`src/rtl/cbg_pkg.sv`:
```
// types, constants and colour table of the colour bar pattern generator
package cbg_pkg;

   localparam int COORD_BITS      = 12;
   localparam int DIM_BITS        = 12;
   localparam int CHAN_BITS       = 8;
   localparam int NUM_BARS        = 8;
   localparam int BAR_IDX_BITS    = $clog2(NUM_BARS);
   localparam int CMP_BITS        = (COORD_BITS > DIM_BITS) ? COORD_BITS : DIM_BITS;
   localparam int NUM_BITS        = DIM_BITS + CHAN_BITS;
   localparam int STEPS_PER_STAGE = 2;
   localparam int DIV_STAGES      = CHAN_BITS / STEPS_PER_STAGE;
   localparam int CSR_INDEX_BITS  = 2;
   localparam int CSR_DATA_BITS   = DIM_BITS;

   localparam logic [DIM_BITS-1:0] FRAME_WIDTH_RESET  = DIM_BITS'(780);
   localparam logic [DIM_BITS-1:0] FRAME_HEIGHT_RESET = DIM_BITS'(580);

   typedef enum logic [CSR_INDEX_BITS-1:0] {
      CSR_FRAME_WIDTH  = 2'd0,
      CSR_FRAME_HEIGHT = 2'd1,
      CSR_PATTERN_MODE = 2'd2
   } csr_index_type;

   // channel enables per bar, {red, green, blue}; a lit channel carries the faded level
   localparam logic [2:0] BAR_MASK [NUM_BARS] = '{
      3'b111,  // white
      3'b100,  // red
      3'b010,  // green
      3'b001,  // blue
      3'b011,  // cyan
      3'b101,  // pink
      3'b110,  // yellow
      3'b000   // black
   };

   typedef struct packed {
      logic [COORD_BITS-1:0] pixel_x;
      logic [COORD_BITS-1:0] pixel_y;
   } req_type;

   typedef struct packed {
      logic [CHAN_BITS-1:0] red;
      logic [CHAN_BITS-1:0] green;
      logic [CHAN_BITS-1:0] blue;
   } rsp_type;

   // state of the restoring divider as it moves down the pipeline
   typedef struct packed {
      logic [2:0]           chan_mask;
      logic [DIM_BITS-1:0]  divisor;
      logic [DIM_BITS-1:0]  rem;
      logic [CHAN_BITS-1:0] num;
      logic [CHAN_BITS-1:0] quot;
   } div_type;

endpackage

```
`src/rtl/cbg_div_stage.sv`:
```
// one pipeline stage of the restoring divider for the vertical fade
module cbg_div_stage (
   input  logic            clock,
   input  logic            reset,
   input  logic            enable,
   input  logic            in_valid,
   input  cbg_pkg::div_type in_data,
   output logic            out_valid,
   output cbg_pkg::div_type out_data
);
   import cbg_pkg::*;

   logic    valid_ff;
   div_type data_ff;
   div_type data_in;

   always_comb begin
      div_type             work;
      logic [DIM_BITS:0]   trial;
      logic                take;
      work = in_data;
      for (int s = 0; s < STEPS_PER_STAGE; s++) begin
         trial     = {work.rem, work.num[CHAN_BITS-1]};
         take      = trial >= {1'b0, work.divisor};
         work.rem  = take ? DIM_BITS'(trial - {1'b0, work.divisor}) : trial[DIM_BITS-1:0];
         work.num  = {work.num[CHAN_BITS-2:0], 1'b0};
         work.quot = {work.quot[CHAN_BITS-2:0], take};
      end
      data_in = work;
   end

   always_ff @(posedge clock) begin
      if (reset) begin
         valid_ff <= 1'b0;
      end else if (enable) begin
         valid_ff <= in_valid;
      end
   end

   always_ff @(posedge clock) begin
      if (enable) begin
         data_ff <= data_in;
      end
   end

   assign out_valid = valid_ff;
   assign out_data  = data_ff;

endmodule

```
`src/rtl/color_bar_gradient_pattern.sv`:
```
// colour bar test pattern generator, top level
// five register stages between the pixel request and the colour on rsp_
// throughput: one pixel per clock; a front stage finds the bar, then four
// divider stages of two quotient bits each work out the fade
// the whole pipeline holds while a finished beat waits on rsp_ready
// reset clears all valid bits and loads width 780, height 580, mode black
module color_bar_gradient_pattern (
   input  logic                                clock,
   input  logic                                reset,
   input  logic                                req_valid,
   output logic                                req_ready,
   input  cbg_pkg::req_type                    req_data,
   output logic                                rsp_valid,
   input  logic                                rsp_ready,
   output cbg_pkg::rsp_type                    rsp_data,
   input  logic                                csr_wen,
   input  logic [cbg_pkg::CSR_INDEX_BITS-1:0]  csr_index,
   input  logic [cbg_pkg::CSR_DATA_BITS-1:0]   csr_wdata
);
   import cbg_pkg::*;

   // configuration registers
   logic [DIM_BITS-1:0] frame_width_ff,  frame_width_in;
   logic [DIM_BITS-1:0] frame_height_ff, frame_height_in;
   logic                pattern_mode_ff, pattern_mode_in;

   // front stage results
   logic [DIM_BITS-BAR_IDX_BITS-1:0] bar_w;
   logic [DIM_BITS-1:0]              bars_end;
   logic [CMP_BITS-1:0]              x_ext, y_ext, h_ext;
   logic [NUM_BARS-2:0]              past_edge;
   logic [BAR_IDX_BITS-1:0]          bar_idx;
   logic                             lit;
   logic [DIM_BITS-1:0]              rows_left;
   logic [NUM_BITS-1:0]              numer;
   div_type                          front_in;

   // pipeline: index 0 is the front stage, the last one is the output register
   logic    stage_valid [DIV_STAGES+1];
   div_type stage_data  [DIV_STAGES+1];
   logic    advance;
   div_type last;

   // register writes, an index past the list is dropped
   always_comb begin
      frame_width_in  = frame_width_ff;
      frame_height_in = frame_height_ff;
      pattern_mode_in = pattern_mode_ff;
      if (csr_wen) begin
         unique case (csr_index)
            CSR_FRAME_WIDTH:  frame_width_in  = csr_wdata[DIM_BITS-1:0];
            CSR_FRAME_HEIGHT: frame_height_in = csr_wdata[DIM_BITS-1:0];
            CSR_PATTERN_MODE: pattern_mode_in = csr_wdata[0];
            default: ;
         endcase
      end
   end

   always_ff @(posedge clock) begin
      if (reset) begin
         frame_width_ff  <= FRAME_WIDTH_RESET;
         frame_height_ff <= FRAME_HEIGHT_RESET;
         pattern_mode_ff <= 1'b0;
      end else begin
         frame_width_ff  <= frame_width_in;
         frame_height_ff <= frame_height_in;
         pattern_mode_ff <= pattern_mode_in;
      end
   end

   // whole pipeline moves unless the output beat is stuck
   assign advance   = !stage_valid[DIV_STAGES] || rsp_ready;
   assign req_ready = advance;

   // bar lookup: count the bar edges at or left of x instead of dividing
   always_comb begin
      bar_w    = frame_width_ff[DIM_BITS-1:BAR_IDX_BITS];
      // eight full bars end here, zero when the frame is narrower than eight
      bars_end = {bar_w, BAR_IDX_BITS'(0)};
      x_ext    = CMP_BITS'(req_data.pixel_x);
      y_ext    = CMP_BITS'(req_data.pixel_y);
      h_ext    = CMP_BITS'(frame_height_ff);
      bar_idx  = '0;
      for (int k = 1; k < NUM_BARS; k++) begin
         past_edge[k-1] = x_ext >= CMP_BITS'(bar_w * k);
      end
      for (int k = 0; k < NUM_BARS - 1; k++) begin
         bar_idx = bar_idx + BAR_IDX_BITS'(past_edge[k]);
      end
      // inside the bars also means inside the frame width; zero height never lit
      lit = pattern_mode_ff && (x_ext < CMP_BITS'(bars_end)) && (y_ext < h_ext);
      // only meaningful when lit, then it is below the height
      rows_left = DIM_BITS'(h_ext - y_ext - CMP_BITS'(1));
      // full scale 255 times rows left, as a shift and subtract
      numer = NUM_BITS'({rows_left, CHAN_BITS'(0)}) - NUM_BITS'(rows_left);
      front_in.chan_mask = lit ? BAR_MASK[bar_idx] : 3'b000;
      front_in.divisor   = frame_height_ff;
      // quotient fits in eight bits, so the top part is already below the divisor
      front_in.rem       = numer[NUM_BITS-1:CHAN_BITS];
      front_in.num       = numer[CHAN_BITS-1:0];
      front_in.quot      = '0;
   end

   logic    front_valid_ff;
   div_type front_data_ff;

   always_ff @(posedge clock) begin
      if (reset) begin
         front_valid_ff <= 1'b0;
      end else if (advance) begin
         front_valid_ff <= req_valid;
      end
   end

   always_ff @(posedge clock) begin
      if (advance) begin
         front_data_ff <= front_in;
      end
   end

   assign stage_valid[0] = front_valid_ff;
   assign stage_data[0]  = front_data_ff;

   // fade divider, two quotient bits per stage
   for (genvar i = 0; i < DIV_STAGES; i++) begin : g_div
      cbg_div_stage u_stage (
         .clock     (clock),
         .reset     (reset),
         .enable    (advance),
         .in_valid  (stage_valid[i]),
         .in_data   (stage_data[i]),
         .out_valid (stage_valid[i+1]),
         .out_data  (stage_data[i+1])
      );
   end

   // last divider register doubles as the output register
   assign last           = stage_data[DIV_STAGES];
   assign rsp_valid      = stage_valid[DIV_STAGES];
   assign rsp_data.red   = last.chan_mask[2] ? last.quot : '0;
   assign rsp_data.green = last.chan_mask[1] ? last.quot : '0;
   assign rsp_data.blue  = last.chan_mask[0] ? last.quot : '0;

endmodule

```
`config.mk`:
```
export PLATFORM = sky130hd
export DESIGN_NAME = color_bar_gradient_pattern
export DESIGN_NICKNAME = d
export VERILOG_FILES = /design/src/rtl/cbg_pkg.sv /design/src/rtl/cbg_div_stage.sv /design/src/rtl/color_bar_gradient_pattern.sv
export SDC_FILE = /design/constraint.sdc
export NUM_CORES = 1
export LEC_CHECK = 0
export ABC_CLOCK_PERIOD_IN_PS = 8800
export BUFFER_PORTS_ARGS = -buffer_cell sky130_fd_sc_hd__buf_2
export CAP_MARGIN = 10
export CORE_MARGIN = 5
export CORE_UTILIZATION = 40
export CTS_CLUSTER_SIZE = 40
export DETAILED_ROUTE_END_ITERATION = 16
export PLACE_DENSITY = 0.64
export SLEW_MARGIN = 25
export SYNTH_ARGS = -nofsm -noshare
export SYNTH_HDL_FRONTEND = slang
export SYNTH_SLANG_ARGS = --single-unit
```
`constraint.sdc`:
```
create_clock -name clock -period 8.8 [get_ports clock]
set_input_delay 1.76 -clock clock [delete_from_list [all_inputs] [get_ports clock]]
set_output_delay 1.76 -clock clock [all_outputs]
set_load 0.02 [all_outputs]
```
==> impl_results.md, run 1 <==
- Status: complete, no violations
- Dpl cell area: 15500 sq um
- Via/cell ratio: 5.25
- DRT iter0 DRCs: 407
- Worst-Margin Slew: 995 ps
- Die height: 201 microns
- Slew Limit Fails: 0
- Initial antenna violation count: 0
- #FFs+latches synth: 178
- Post-layout util: 44.3%
- Setup WS pre-CTS: 2820 ps
- CP Data Required Time: 8980 ps
- Leak Pwr: 7.04 nW
- Largest net degree at the start of global routing: 80
- Min-delay worst type: reg -> reg
- Min Tclk post-route: 5830 ps
- Worst Setup Path Type: reg -> reg
- Crit end category: register
- Core area: 36300 sq um
- Max frequency: 0.171 GHz
- Grt ovf: 0
- Seq/Total Area, Yosys: 34.7%
- Max-cap viol count: 0
- Clock transition at path regs: 80 ps
- Synth warn: 0
- Post-CTS Hold Fix Bufs: 0
- Design area: 16100 sq um
- Cts repair resizes: 0
- Avg Cell Area, Syn: 10.2 sq um
- Nets: 1799
- Setup repair bufs after CTS: 0
- IO Pins: 69
- Antenna Nets Post-Route: 0
- Num rows: 70
- Clock skew: 11.6 ps
- Synthesized cell area: 14600 sq um
- FFs w/ async S/R, synth: 0%
- RSZ-0062 raised after global routing: no
- Final WL: 30600 microns
- Layout cells sized above 1: 11.1%
- Final WS setup: 2970 ps
- Fin. Hold Viols: 0
- Port-buffer cells: 68
- Synth Net Count: 1726
- Vias in the first global route: 10547
- Antenna fix cells: 0
- Total GRT Usage: 15.1%
- Synth Flop Type: edfxtp_1
- Pwr Total: 5.79 mW
- Max-slew headroom: 33.7%
- Initial Util: 40.2%
- Die footprint: 40400 sq um
- Pwr Density: 360 nW/um^2
- Die W: 201 microns
- Synth cell types: 70
- Num CTS Buffers: 17
- HPWL after detailed placement: 24600 microns
- # fillers: 3450
- First-pass GRT wire length: 51100 microns
- Clock root buffer: clkbuf_16
- Count of final setup violators: 0
- Area delta synth->final: 10.3%
- Period utilization: 66.3%
- Startpoint types: register
- RD Place Congestion: 0.898
- Clock sink total: 178
- Vias: 10410
- Clock Path Buffers: 2
- Cells after Synth: 1430
- Clk_lat worst skew: 440 ps
- Critical-path maximum fanout: 13
- Critical Path AT: 6020 ps
- Top area cells in the synthesized netlist: edfxtp_1 31%, ha_1 20%, xnor2_1 4.3%, dfxtp_1 3.7%, inv_1 3.7%
- Post-synth top area share: 31.0%
- Dominant cell type by area after synthesis: edfxtp_1
- VDD IR max: 215 uV
- First-pass DRT Iterations: 6
- EDFF count, synth: 151
- Avg WL per Cell: 15.4 microns
- Residual DRC: 0
- CTS tree: yes
- H-tree depth: 4
- TNS Setup: 0 ps
==> report_power, final <==
group          internal [mW]  switching (mW)  leakage, nW
Clock                  0.410           0.370        0.292
Sequential              1.26           0.112         1.84
Combinational           1.79            1.85         4.90
==> metal layers <==
metal	share of wire, %	vias to the layer above	track usage (%)	wire length, microns
met2	48	111	26.1	14700
met1	47	4898	19.5	14400
li1	-	5353	-	-
met3	2.2	48	2.40	672
met4	2.7	0	4.94	811
met5	0	-	0	0
==> worst max-delay path, cell delays in order (launching register included) <==
cell	delay, ps
edfxtp_1	450
inv_1	160
ha_1	260
nor2b_1	130
o21a_1	190
a311o_2	430
o31ai_4	310
nor3_1	100
nor3_2	170
buf_4	240
mux2_2	410
inv_1	70
ha_1	240
nor2b_1	150
o31a_1	290
o41ai_1	410
o22ai_1	200
o21ai_0	210
a21oi_1	90
a2111o_1	630
mux2_1	420
==> flip-flops by register name, indices dropped and copies added, names as in the netlist <==
name,count
front_data_ff,35
frame_width_ff,9
front_valid_ff,1
frame_height_ff,12
g_div.u_stage.out_valid,4
g_div.u_stage.out_data,116
pattern_mode_ff,1
==> cell usage after synthesis (26+ instances only) <==
master / number
ha_1: 230
a21o_1: 44
o21ai_0: 53
nor2_1: 90
xnor2_1: 72
and2_1: 29
mux2_2: 38
dfxtp_1: 27
nand2_1: 69
edfxtp_1: 151
xor2_1: 36
a21oi_1: 107
nor2b_1: 26
inv_1: 143
==> path summary, 6_finish.rpt <==
check	startpoint	endpoint	slack, ps	depth (start not counted)
worst max-delay path	front_data_ff[29]$_DFFE_PP_	g_div[0].u_stage.out_data[19]$_DFFE_PP_	2970	20
worst min-delay path	g_div[1].u_stage.out_data[1]$_DFFE_PP_	g_div[2].u_stage.out_data[3]$_DFFE_PP_	420	0
worst max register to register	front_data_ff[29]$_DFFE_PP_	g_div[0].u_stage.out_data[19]$_DFFE_PP_	2970	20
worst min register to register	g_div[1].u_stage.out_data[1]$_DFFE_PP_	g_div[2].u_stage.out_data[3]$_DFFE_PP_	420	0
==> through the flow <==
step	hold WS, ps	std cells
after floorplan	400	1430
after global placement	402	1952
after detailed placement	405	1952
after CTS	421	1984
after global routing	426	1984
final	420	1984
==> final cells by class <==
type                            instances  area [sq um]  share of cell area [%]
Sequential cell                       178          5070                    31.5
Tap cell                              468           586                    3.63
Clock buffer                           17           425                    2.64
Multi-Input combinational cell       1092          8940                    55.5
Timing Repair Buffer                   71           363                    2.25
Clock inverter                         15           190                    1.18
Inverter                              143           537                    3.33
==> cells in the final DEF, fill, tap and decap left out, types with 14 or more instances in the layout <==
cell | Yosys | routed
a21o_1 | 44 | 44
a21oi_1 | 107 | 107
edfxtp_1 | 151 | 151
xnor2_1 | 72 | 72
fa_1 | 23 | 23
nor2_1 | 90 | 90
nand4_1 | 14 | 14
nand3_1 | 25 | 25
dfxtp_1 | 27 | 27
o21a_1 | 16 | 16
and2_1 | 29 | 29
xor2_1 | 36 | 36
inv_1 | 143 | 143
mux2i_1 | 16 | 16
nor3_1 | 21 | 21
clkbuf_16 | 0 | 17
buf_2 | 2 | 68
a31oi_1 | 14 | 14
mux2_1 | 17 | 17
nand2_1 | 69 | 69
nor2b_1 | 26 | 26
ha_1 | 230 | 230
o21ai_0 | 53 | 53
mux2_2 | 38 | 38
o21bai_1 | 15 | 15
==> cell families (layout without fill, tap and decap cells) <==
family | Yosys count | count (layout) | synth area share (%)
multiplexers | 78 | 78 | 6.06
AO/OA/AOI/OAI | 326 | 326 | 14.4
buffers and inverters | 160 | 246 | 4.21
flip-flops | 178 | 178 | 34.7
XOR/XNOR | 108 | 108 | 6.47
AND/OR/NAND/NOR | 327 | 327 | 11.2
adder cells (fa/ha/maj) | 253 | 253 | 22.9
(Power assumes the default switching activity.)
==> run 2: changes to the inputs <==
--- a/config.mk
+++ b/config.mk
@@ -5,7 +5,7 @@
 export SDC_FILE = /design/constraint.sdc
 export NUM_CORES = 1
 export LEC_CHECK = 0
-export ABC_CLOCK_PERIOD_IN_PS = 8800
+export ABC_CLOCK_PERIOD_IN_PS = 5700
 export BUFFER_PORTS_ARGS = -buffer_cell sky130_fd_sc_hd__buf_2
 export CAP_MARGIN = 10
 export CORE_MARGIN = 5
==> constraint.sdc (replaced) <==
create_clock -name clock -period 5.7 [get_ports clock]
set_input_delay 1.14 -clock clock [delete_from_list [all_inputs] [get_ports clock]]
set_output_delay 1.14 -clock clock [all_outputs]
set_load 0.02 [all_outputs]
==> run 2 against run 1 <==
Sequential share of layout area shrank 0.095 points. Global-route usage grew 0.45 points. Cell count grew 0.60%. Sequential power grew 54%. Via count grew 1.4%. Largest power group unchanged.
==> impl_results.md, run 2 (synthesis gave the netlist of run 1 again) <==
- Total GRT Usage: 15.6%
- Pwr Total: 9.00 mW
- Initial antenna violation count: 2
- Min-delay worst type: reg -> reg
- Critical-path maximum fanout: 7
- Max-cap viol count: 0
- Avg WL per Cell: 15.7 microns
- Die footprint: 40400 sq um
- Worst Setup Path Type: reg -> reg
- CP Data Required Time: 5960 ps
- First-pass DRT Iterations: 5
- Clk_lat worst skew: 450 ps
- Min Tclk post-route: 5410 ps
- Sw Pwr: 3.60 mW
- Residual DRC: 0
- TNS Setup: 0 ps
- Setup repair bufs after CTS: 0
- Clock transition at path regs: 80 ps
- Most frequent CP cell: fa_1
- Largest net degree at the start of global routing: 79
- Clock root buffer: clkbuf_16
- Clock skew: 18.3 ps
- HPWL after detailed placement: 25200 microns
- DRT iter0 DRCs: 514
- Critical Path, Cell by Cell: fa_1 > ha_1 > inv_1 > fa_1 > inv_1 > a21oi_1 > o21ai_0 > a21o_1 > a21o_1 > a21o_1 > a21oi_1 > xor2_1 > ha_1 > a21o_1 > a21oi_1 > and3_1 > fa_1 > fa_1 > fa_1 > xnor2_1 > nor4_1
- Fin. Hold Viols: 0
- H-tree depth: 4
- Clock sink total: 178
- RD Place Congestion: 0.986
- RSZ-0062 raised after global routing: no
- # fillers: 3367
- Area delta synth->final: 10.8%
- VDD IR max: 345 uV
- Sequential power share: 23.6%
- Logic pwr share: 63.3%
- Clock Path Buffers: 2
- Largest register FFs: 116
- Clock Power Share: 13.1%
- Vias: 10554
- Switching part of the total: 40.0%
- Critical path's slowest cell: fa_1
- Max frequency: 0.185 GHz
- Post-CTS Hold Fix Bufs: 0
- Slew Limit Fails: 0
- Reg2Reg Setup Slack: 290 ps
- CTS tree: yes
- Period utilization: 95.0%
- Pwr Density: 556 nW/um^2
- Num rows: 70
- Cell family with most CP delay: adder cells
- Post-layout util: 44.5%
- Vias in the first global route: 10755
- Most frequent cells in the layout: 230 x ha_1, 151 x edfxtp_1, 143 x inv_1
- Nets: 1810
- Num CTS Buffers: 17
- Count of final setup violators: 0
- Core area: 36300 sq um
- Status: complete, no violations
- Port-buffer cells: 68
- Critical Path AT: 5670 ps
- Crit end category: register
- Startpoint types: register
- Worst path bufs/invs: 2
- Max-slew headroom: 37.0%
- First-pass GRT wire length: 52800 microns
- Dpl cell area: 15600 sq um
- Worst-Margin Slew: 945 ps
- Layout cells sized above 1: 12.0%
- IO Pins: 69
- Die W: 201 microns
- Final WL: 31300 microns
- Pint: 5.40 mW
- Cts repair resizes: 0
- Design area: 16200 sq um
- Antenna Nets Post-Route: 0
- Via/cell ratio: 5.29
- Leak Pwr: 7.10 nW
- Grt ovf: 0
- Leading cell type in the layout, fill and taps excluded: ha_1
- Max stage delay on crit path: 520 ps
- Initial Util: 40.2%
- Die height: 201 microns
## run 2: power groups by stage
stage	clock (mW)	combinational, mW	sequential, mW
floorplan	0	4.63	2.08
global placement	0	5.52	2.14
detailed placement	0	5.63	2.15
CTS	1.21	5.69	2.12
global route	1.26	6.35	2.16
finish	1.18	5.69	2.12
## run 2: area by class of cell
cell class                      instances  area, sq um  area share, %
Tap cell                              468          586           3.62
Clock buffer                           18          450           2.78
Antenna cell                            1         2.50         0.0155
Timing Repair Buffer                   82          445           2.75
Inverter                              143          537           3.32
Clock inverter                         14          145          0.897
Sequential cell                       178         5080           31.4
Multi-Input combinational cell       1092         8940           55.2
## run 2: final timing paths
check / startpoint / cells past startpoint / endpoint
hold / removal: g_div[2].u_stage.out_data[2]$_DFFE_PP_ / 0 / g_div[3].u_stage.out_data[4]$_DFFE_PP_
setup / recovery: frame_width_ff[4]$_SDFFE_PP0P_ / 21 / front_data_ff[42]$_SDFFCE_PN0P_
hold reg to reg: g_div[2].u_stage.out_data[2]$_DFFE_PP_ / 0 / g_div[3].u_stage.out_data[4]$_DFFE_PP_
setup reg to reg: frame_width_ff[4]$_SDFFE_PP0P_ / 21 / front_data_ff[42]$_SDFFCE_PN0P_
## run 2: layer usage
metal	track usage [%]	wire [microns]	vias to the layer above
li1	-	-	5383
met1	19.9	14600	4977
met2	27.5	15200	160
met3	2.40	863	34
met4	4.47	633	0
met5	0	0	-
## run 2: per-stage QoR
stage                     hold slack [ps]  std cells  setup slack [ps]
final                                 414       1996               285
after global placement                403       1963               336
after global routing                  420       1995              11.8
after detailed placement              405       1963               201
after CTS                             416       1995               152
after floorplan                       400       1430               508
